File: config.mk
export PLATFORM = sky130hd
export DESIGN_NAME = bce_ctrl
export DESIGN_NICKNAME = d
export VERILOG_FILES = /design/src/rtl/core/bce_pkg.sv /design/src/rtl/core/bce_ctrl.sv
export SDC_FILE = /design/constraint.sdc
export NUM_CORES = 1
export LEC_CHECK = 0
export BUFFER_PORTS_ARGS = -buffer_cell sky130_fd_sc_hd__buf_4
export CAP_MARGIN = 0
export CORE_AREA = 2 2 39 41
export DETAILED_ROUTE_END_ITERATION = 10
export DIE_AREA = 0 0 41 43
export PLACE_DENSITY = 0.53
export SKIP_LAST_GASP = 1
export SYNTH_ARGS = -nofsm -noshare
export SYNTH_HDL_FRONTEND = slang
export SYNTH_SLANG_ARGS = --single-unit
File: constraint.sdc
create_clock -name clk -period 1.6 [get_ports clk]
set_clock_uncertainty 0.2 [all_clocks]
set_input_delay 0.08 -clock clk [delete_from_list [all_inputs] [get_ports clk]]
set_output_delay 0.08 -clock clk [all_outputs]
set_load 0.1 [all_outputs]
File: src/rtl/core/bce_pkg.sv
// Package for the binary cross-entropy loss/gradient unit.
// Types, constants and command/status structs shared by ctrl, datapath and top.
package bce_pkg;

    localparam int DEF_MAX_SAMPLES = 1024;
    localparam int DEF_MAX_CLASSES = 1024;
    localparam int CNT_W  = 11;
    localparam int P_W    = 31;
    localparam int GRAD_W = 48;
    localparam int LOSS_W = 32;
    localparam int SUM_W  = 48;
    localparam logic [30:0] ONE_Q30 = 31'h4000_0000;
    localparam logic [30:0] EPS_Q30 = 31'd107;
    localparam logic [29:0] LN2_Q30 = 30'd744261118;
    localparam int LOG_FRAC = 28;

    localparam logic [1:0] REG_SAMPLES = 2'd0;
    localparam logic [1:0] REG_CLASSES = 2'd1;
    localparam logic [1:0] REG_WEIGHT  = 2'd2;

    typedef struct packed {
        logic [30:0] probability;
        logic [30:0] target;
        logic        final_element;
    } in_item_t;

    typedef struct packed {
        logic signed [47:0] gradient;
        logic [31:0]        batch_loss;
        logic               loss_valid;
    } out_item_t;

    typedef struct packed {
        logic [1:0]  index;
        logic [31:0] data;
    } cfg_item_t;

    typedef enum logic [3:0] {
        ST_IDLE, ST_PREP, ST_MUL, ST_LOGNORM, ST_LOG, ST_LOGMUL, ST_ELEM,
        ST_DIV, ST_MEAN, ST_DONE
    } state_t;

    typedef struct packed {
        logic load;
        logic prep;
        logic mul;
        logic lognorm;
        logic logstep;
        logic logmul;
        logic elem;
        logic divstep;
        logic meanstep;
        logic finish;
    } cmd_t;

    typedef struct packed {
        logic log_last;
        logic div_last;
        logic mean_last;
        logic is_final;
    } stat_t;

endpackage

File: src/rtl/core/bce_ctrl.sv
// Sequencer for the loss/gradient unit.
// Depends on bce_pkg; drives command strobes into bce_datapath.
module bce_ctrl (
    input  logic          clk,
    input  logic          rst_n,
    input  logic          in_fire,
    input  logic          out_free,
    input  bce_pkg::stat_t stat,
    output bce_pkg::cmd_t  cmd,
    output logic          busy
);
    import bce_pkg::*;

    state_t state_reg, state_next;

    always_ff @(posedge clk or negedge rst_n)
    begin
        if (!rst_n)
            state_reg <= ST_IDLE;
        else
            state_reg <= state_next;
    end

    always_comb
    begin
        state_next = state_reg;
        unique case (state_reg)
            ST_IDLE:    if (in_fire) state_next = ST_PREP;
            ST_PREP:    state_next = ST_MUL;
            ST_MUL:     state_next = ST_LOGNORM;
            ST_LOGNORM: state_next = ST_LOG;
            ST_LOG:     if (stat.log_last) state_next = ST_LOGMUL;
            ST_LOGMUL:  state_next = ST_ELEM;
            ST_ELEM:    state_next = ST_DIV;
            ST_DIV:     if (stat.div_last) state_next = stat.is_final ? ST_MEAN : ST_DONE;
            ST_MEAN:    if (stat.mean_last) state_next = ST_DONE;
            ST_DONE:    if (out_free) state_next = ST_IDLE;
            default:    state_next = ST_IDLE;
        endcase
    end

    always_comb
    begin
        cmd          = '0;
        cmd.load     = in_fire;
        cmd.prep     = (state_reg == ST_PREP);
        cmd.mul      = (state_reg == ST_MUL);
        cmd.lognorm  = (state_reg == ST_LOGNORM);
        cmd.logstep  = (state_reg == ST_LOG);
        cmd.logmul   = (state_reg == ST_LOGMUL);
        cmd.elem     = (state_reg == ST_ELEM);
        cmd.divstep  = (state_reg == ST_DIV);
        cmd.meanstep = (state_reg == ST_MEAN);
        cmd.finish   = (state_reg == ST_DONE) && out_free;
        busy         = (state_reg != ST_IDLE);
    end
endmodule

Word-level counts from Yosys, hierarchy flattened
Cells that the tools add are included.
{"block": "classes", "n_eq_ne": 14, "muxes": 7, "reduce_logical": 4}
{"operator": "case mux 4 bit (10 select lines)", "count": 1}
{"operator": "two-way mux 4 bit", "count": 5}
{"operator": "equality test 4 x 3 -> 1 bit (second input constant)", "count": 4}
{"operator": "!= test 2 bit (second input constant)", "count": 5}
{"operator": "equality test 4 x 2 -> 1 bit (second input constant)", "count": 2}
{"operator": "equality test 4 bit (second input constant)", "count": 2}
{"operator": "AND reduction 5 bit", "count": 1}
{"operator": "equality test 4 x 1 -> 1 bit (second input constant)", "count": 1}
{"operator": "zero test 4 bit", "count": 1}
{"operator": "nonzero test 4 bit", "count": 1}
{"operator": "logical AND 1 bit", "count": 1}
{"operator": "two-way mux 1 bit", "count": 1}
{"block": "totals", "regBits": 4, "inputBits": 8, "out_inout_bits": 11}

Depth between registers and ports, before layout
Gate-level depths: netlist of the first run.
{"block": "depth", "depth_word": 3, "depth_mapped": 5}

Least setup slack after synthesis of the first run
Ideal clock, no wire load.
{"block": "synth_path", "path_kind": "register to register", "from": "register state_reg[2]", "to": "register state_reg[3]", "setup_time_ps": 76, "arrival_time_ps": 3116, "required_time_ps": 1324, "slack_ps": -1791, "path_stages_with_launch": 6, "n_path_buf": 1, "path_cell_list": "dfrtp_1 -> buf_4 -> nand2b_4 -> nor3_1 -> o22ai_1 -> nand2_1"}
{"item": "from (decl)", "line_no": "bce_ctrl.sv:14", "source": "state_t state_reg, state_next;"}
{"item": "from (signal assigned)", "line_no": "bce_ctrl.sv:21", "source": "state_reg <= state_next;"}

Worst setup path in the final report of the first run
{"block": "layout_path", "from": "register state_reg[0]", "to": "register state_reg[0]"}
{"block": "layout_via", "elab_chain_len": 3, "word_cells_on_any_way": 17}
{"item": "equality test 4 x 3 -> 1 bit (tied with other cells)", "line_no": "bce_ctrl.sv:27", "source": "unique case (state_reg)"}
{"item": "!= test 2 bit (no line)"}
{"item": "AND reduction 5 bit (no line)"}
Parallel ways exist; a longest one is shown, timed or not.
A chain may end at the register's enable or synchronous reset.

==> results_dict.tcl, run 1 <==
set metrics [dict create \
    synth_top_area_share_pct 28.0 \
    async_reset_ff_share_pct 100 \
    final_layout_size_suffix_gt1_share_pct 78.6 \
    crit_path_cell_trace "mux2_4, or3_4, o221ai_2, mux2_4" \
    period_minus_slack_ns 1.75 \
    synth_top_cells_by_area "dfrtp_1 (28%), nor3_1 (13%), mux2_4 (8.4%)" \
    reg2regPathDepth 4 \
    cts_made_buffers 3 \
    ys_warn_count 0 \
    clock.fmax_mhz 571 \
    ys_top_cells_by_count "nor3_1 (9), nor2_1 (6), nand2_1 (5), dfrtp_1 (4)" \
    slew_headroom_pct 79.5 \
    crit_family "multiplexers" \
    rsz0062_at_grt "yes" \
    start_kind "flop" \
    crit_top_cell "mux2_4" \
    synth_top_cell_by_area "dfrtp_1" \
    initial_core_util_pct 25.9 \
    tritoncts "built" \
    drc_errors 0 \
    ys.flop_type "dfrtp_1" \
    cp-end-kind "flop" \
    grtUsageTotal_pct 19.9 \
    failed_checks "negative setup slack" \
    initialDrtViolationCount 1 \
    antenna_found_initial 0 \
    n_antenna_cell 0 \
    ys_ff_latch 4 \
    routed_via_density 4.70 \
    io_pins 19 \
    crit_path_top_delay_cell "dfrtp_1" \
    cp.required_ns 1.54 \
    gp_congestion 0.709 \
    die_h_um 43 \
    wl_um 1330 \
    drv_cap 0 \
    multi_input_area_um2 355 \
    hpwl_um 818 \
    worstSetupPathType "reg -> reg" \
    synth.most_common_cell "nor3_1" \
    nFillCells 92 \
    core_area_um2 1380 \
    grt_pass1_vias 506 \
    r2r_setup_slack_ns -0.15 \
    slowest_delay_ns 0.40 \
    final-instance-count-excl-fill 100 \
    syn_to_final_growth_pct 181 \
    placed_cells_incl_taps 88 \
    largest_reg_flops 4 \
    synthCells 45 \
    drv_slew 0 \
    cp_num_buf_inv 0 \
    root_buffer "clkbuf_4" \
    vias 470 \
    cts_buffer_depth 2 \
    worst_pin_slew_ns 0.307 \
    timing.rr.end "state_reg[0]$_DFFE_PN0P_" \
    hold_path_class "in -> reg" \
    syn_nets 53 \
    die_area_um2 1760 \
    regArea_um2 103 \
    grt_overflow_total 0 \
    cts_sinks 4 \
    seq_area_frac_synth_pct 28.0 \
    setup_ws_ns -0.151 \
    ant_nets 0 \
    fin_tns_setup_ns -0.808 \
    synth_area_um2 358 \
    reg2reg_from "state_reg[0]$_DFFE_PN0P_" \
    hold_path_end "state_reg[3]$_DFFE_PN0P_" \
    nets 94 \
    placement.io_buffers 18 \
    synth-edff-count 0 \
    die_x_um 41 \
    min_period_over_period_pct 109 \
    avgSynthCellArea_um2 7.95 \
    ys_types 18 \
    timing_hold_violations_final 0 \
    status "finished with violations" \
    grt_pass1_wl_um 2240 \
    path_clk_slew_ns 0.04 \
    wl_per_cell_um 13.3 \
    cp_max_fo 2 \
    grt_max_degree 8 \
    clock_latency_ns 0.25 \
    hold_depth 4 \
    rows 14 \
    htreeDepth 1 \
    setup_viol 9 \
    min-delay-start "stat[1]" \
    first_pass_iters 4 \
    worstPathArrival_ns 1.69 \
]
[tightest hold or removal path: cells and delay by family]
kind	cells	cell delay, ns
buffers and inverters	1	0.08
muxes	1	0.13
and+or+nand+nor	2	0.16
[kinds of logic after synthesis]
group | Yosys count | share of synthesized area, %
and+or+nand+nor | 24 | 35.3
muxes | 2 | 8.39
AOI/OAI and AO/OA | 7 | 16.8
buffers and inverters | 8 | 11.5
DFF | 4 | 28.0
[metal layers]
layer / wire (um) / track usage [%] / up-vias
met1: 560 / 26.1 / 214
met5: 0 / 0 / -
met2: 648 / 28.1 / 15
met3: 68 / 3.66 / 5
met4: 51 / 14.0 / 0
li1: - / - / 236
[layout by cell type, fill, tap and decap left out, types with 2 or more instances in the layout]
cell	count
nor2_1	2
nand2_1	2
buf_6	10
dfrtp_2	2
nor3_1	2
nor2_4	4
buf_4	17
buf_12	11
inv_1	2
clkbuf_4	3
mux2_4	2
nand2b_4	2
nor3_4	6
dlygate4sd3_1	3
a21oi_1	2
dfrtp_1	2
[worst max-delay path by stage]
stage / startpoint / end / slack [ns] / depth (start not counted)
2_1_floorplan: state_reg[2]$_DFFE_PN0P_ / state_reg[3]$_DFFE_PN0P_ / -0.36 / 5
3_3_place_gp: state_reg[0]$_DFFE_PN0P_ / state_reg[0]$_DFFE_PN0P_ / -0.10 / 4
3_5_place_dp: state_reg[0]$_DFFE_PN0P_ / state_reg[0]$_DFFE_PN0P_ / -0.12 / 4
4_1_cts: state_reg[0]$_DFFE_PN0P_ / state_reg[0]$_DFFE_PN0P_ / -0.14 / 4
5_1_grt: state_reg[0]$_DFFE_PN0P_ / state_reg[0]$_DFFE_PN0P_ / -0.19 / 4
6_report: state_reg[0]$_DFFE_PN0P_ / state_reg[0]$_DFFE_PN0P_ / -0.15 / 4
[through the flow]
stage	area (um2)	hold WS (ns)	setup slack (ns)	util, %
after floorplan	490	-0.416	-0.359	-
after global placement	708	-0.324	-0.103	51.2
after detailed placement	708	-0.323	-0.117	51.2
after CTS	988	0.0525	-0.144	71.4
after global routing	1000	0.0692	-0.186	72.6
final	1000	0.0368	-0.151	72.6
[final cells by class]
class	count	area share [%]
sequential	4	10.2
timing repair buffer	41	48.8
inverter	3	1.37
clock buffer	3	2.24
tap	16	1.99
multi-input combinational	33	35.4
[what timing repair did]
action / CTS / global route
gates resized for setup: 45 / 2
hold endpoints to repair: 6 / 0
hold buffers: 3 / 0
pin swaps: 8 / 2
setup endpoints to repair: 11 / 12
setup buffers: 5 / 1
Power of run 1 is left out: the tool's default activity adds up to more than one toggle a clock period on the data nets, which glitch-free logic cannot reach.
==> inputs of run 2 (changes only) <==
--- a/config.mk
+++ b/config.mk
@@ -11,6 +11,7 @@
 export DETAILED_ROUTE_END_ITERATION = 10
 export DIE_AREA = 0 0 41 43
 export PLACE_DENSITY = 0.53
+export REMOVE_ABC_BUFFERS = 1
 export SKIP_LAST_GASP = 1
 export SYNTH_ARGS = -nofsm -noshare
 export SYNTH_HDL_FRONTEND = slang
==> run 2 against run 1 <==
  * The flow still finishes with violations (negative setup slack)
  * Register-to-register slack is essentially flat
  * Final cell count shrank 8.0%
  * Clock-buffer cell count is the same
  * Non-clock buffer count shrank 8
  * Routed wire length shrank 9.9%
  * Global-route usage shrank 4.8 points
  * Die area is the same
  * Critical path depth is the same
  * Sequential cell count is the same
  * Fmax grew 0.77%
  * First-iteration DRC count grew to 8.0 times the previous value
  * Critical path type unchanged
==> results_dict.tcl, run 2 (same netlist as run 1, synthesis figures left out) <==
set metrics [dict create \
    wl_per_cell_um 13.0 \
    worstSetupPathType "reg -> reg" \
    hpwl_um 771 \
    worst_pin_slew_ns 0.309 \
    crit_path_top_delay_cell "dfrtp_1" \
    n_antenna_cell 0 \
    htreeDepth 1 \
    wl_um 1200 \
    regArea_um2 101 \
    nets 86 \
    worstPathArrival_ns 1.65 \
    placement.io_buffers 18 \
    status "finished with violations" \
    timing_hold_violations_final 0 \
    die_x_um 41 \
    nFillCells 114 \
    period_minus_slack_ns 1.74 \
    multi_input_area_um2 325 \
    final_layout_size_suffix_gt1_share_pct 72.4 \
    cp.required_ns 1.52 \
    crit_family "multiplexers" \
    failed_checks "negative setup slack" \
    die_area_um2 1760 \
    rsz0062_at_grt "yes" \
    cp_max_fo 2 \
    first_pass_iters 4 \
    ant_nets 0 \
    start_kind "flop" \
    die_h_um 43 \
    drc_errors 0 \
    clock.fmax_mhz 575 \
    cts_made_buffers 3 \
    cp_num_buf_inv 0 \
    gp_congestion 0.731 \
    grt_max_degree 12 \
    drv_slew 0 \
    setup_ws_ns -0.138 \
    routed_via_density 4.95 \
    clock_latency_ns 0.24 \
    layout_commonest_cell "buf_4" \
    initial_core_util_pct 25.9 \
    syn_to_final_growth_pct 143 \
    final_cell_mix "buf_4 (16), buf_12 (9), nor3_4 (5)" \
    io_pins 19 \
    tritoncts "built" \
    cts_buffer_depth 2 \
    setup_viol 6 \
    vias 455 \
    place_area_um2 536 \
    antenna_found_initial 0 \
    root_buffer "clkbuf_4" \
    slew_headroom_pct 79.3 \
    design_area_um2 870 \
    crit_path_cell_trace "mux2_4, or3_4, o221ai_2, mux2_4" \
    slowest_delay_ns 0.40 \
    cts_sinks 4 \
    largest_reg_flops 4 \
    grt_pass1_vias 420 \
    hold_path_class "in -> reg" \
    cp-end-kind "flop" \
    grtUsageTotal_pct 15.2 \
    core_area_um2 1380 \
    initialDrtViolationCount 8 \
    crit_top_cell "mux2_4" \
    drv_cap 0 \
    grt_overflow_total 0 \
    rows 14 \
    min_period_over_period_pct 109 \
    grt_pass1_wl_um 1750 \
    path_clk_slew_ns 0.04 \
]
run 2: layout make-up:
class                      instances  area share [%]
timing repair buffer              33            44.7
multi-input combinational         33            37.4
sequential                         4            11.7
clock buffer                       3            2.59
tap                               16            2.30
inverter                           3            1.29
run 2: final timing paths:
check,startpoint,endpoint,slack [ns],cells after the start
worst min-delay path,stat[1],state_reg[3]$_DFFE_PN0P_,0.04,4
min in group asynchronous,rst_n,state_reg[2]$_DFFE_PN0P_,0.54,3
max in group asynchronous,rst_n,state_reg[3]$_DFFE_PN0P_,0.48,3
worst min register to register,state_reg[3]$_DFFE_PN0P_,state_reg[1]$_DFFE_PN0P_,0.40,2
worst max-delay path,state_reg[0]$_DFFE_PN0P_,state_reg[0]$_DFFE_PN0P_,-0.14,4
worst max register to register,state_reg[0]$_DFFE_PN0P_,state_reg[0]$_DFFE_PN0P_,-0.14,4
run 2: timing repair:
item | 4_1_cts | 5_1_grt
hold endpoints to repair | 5 | 0
pin swaps | 1 | 5
resized for setup | 25 | 30
setup endpoints to repair | 10 | 12
hold buffers | 3 | 0
buffers inserted | 1 | 4
run 2: through the flow:
| stage | util (%) | hold WS (ns) | setup TNS (ns) | cells | setup slack [ns] |
|---|---|---|---|---|---|
| global placement | 38.7 | -0.322 | -0.107 | 81 | -0.107 |
| floorplan | - | -0.416 | -13.24 | 40 | -1.77 |
| global route | 62.8 | 0.0526 | -0.649 | 92 | -0.189 |
| CTS | 50.3 | 0.0446 | -0.512 | 88 | -0.129 |
| finish | 62.8 | 0.0440 | -0.246 | 92 | -0.138 |
| detailed placement | 38.7 | -0.323 | -0.124 | 81 | -0.124 |
run 2: layer usage:
layer  share of wire [%]  vias up  track usage, %
met3                 6.3        2            6.28
met1                  43      218            18.7
met4                0.67        0            6.00
met2                  50       15            22.5
li1                    -      220               -
met5                   0        -               0
run 2: worst min-delay path, stage by stage:
cell and delay, ns:
buf_4 0.08, mux2_4 0.13, or3_4 0.11, nand2_1 0.05
Power of run 2 is left out for the same reason.
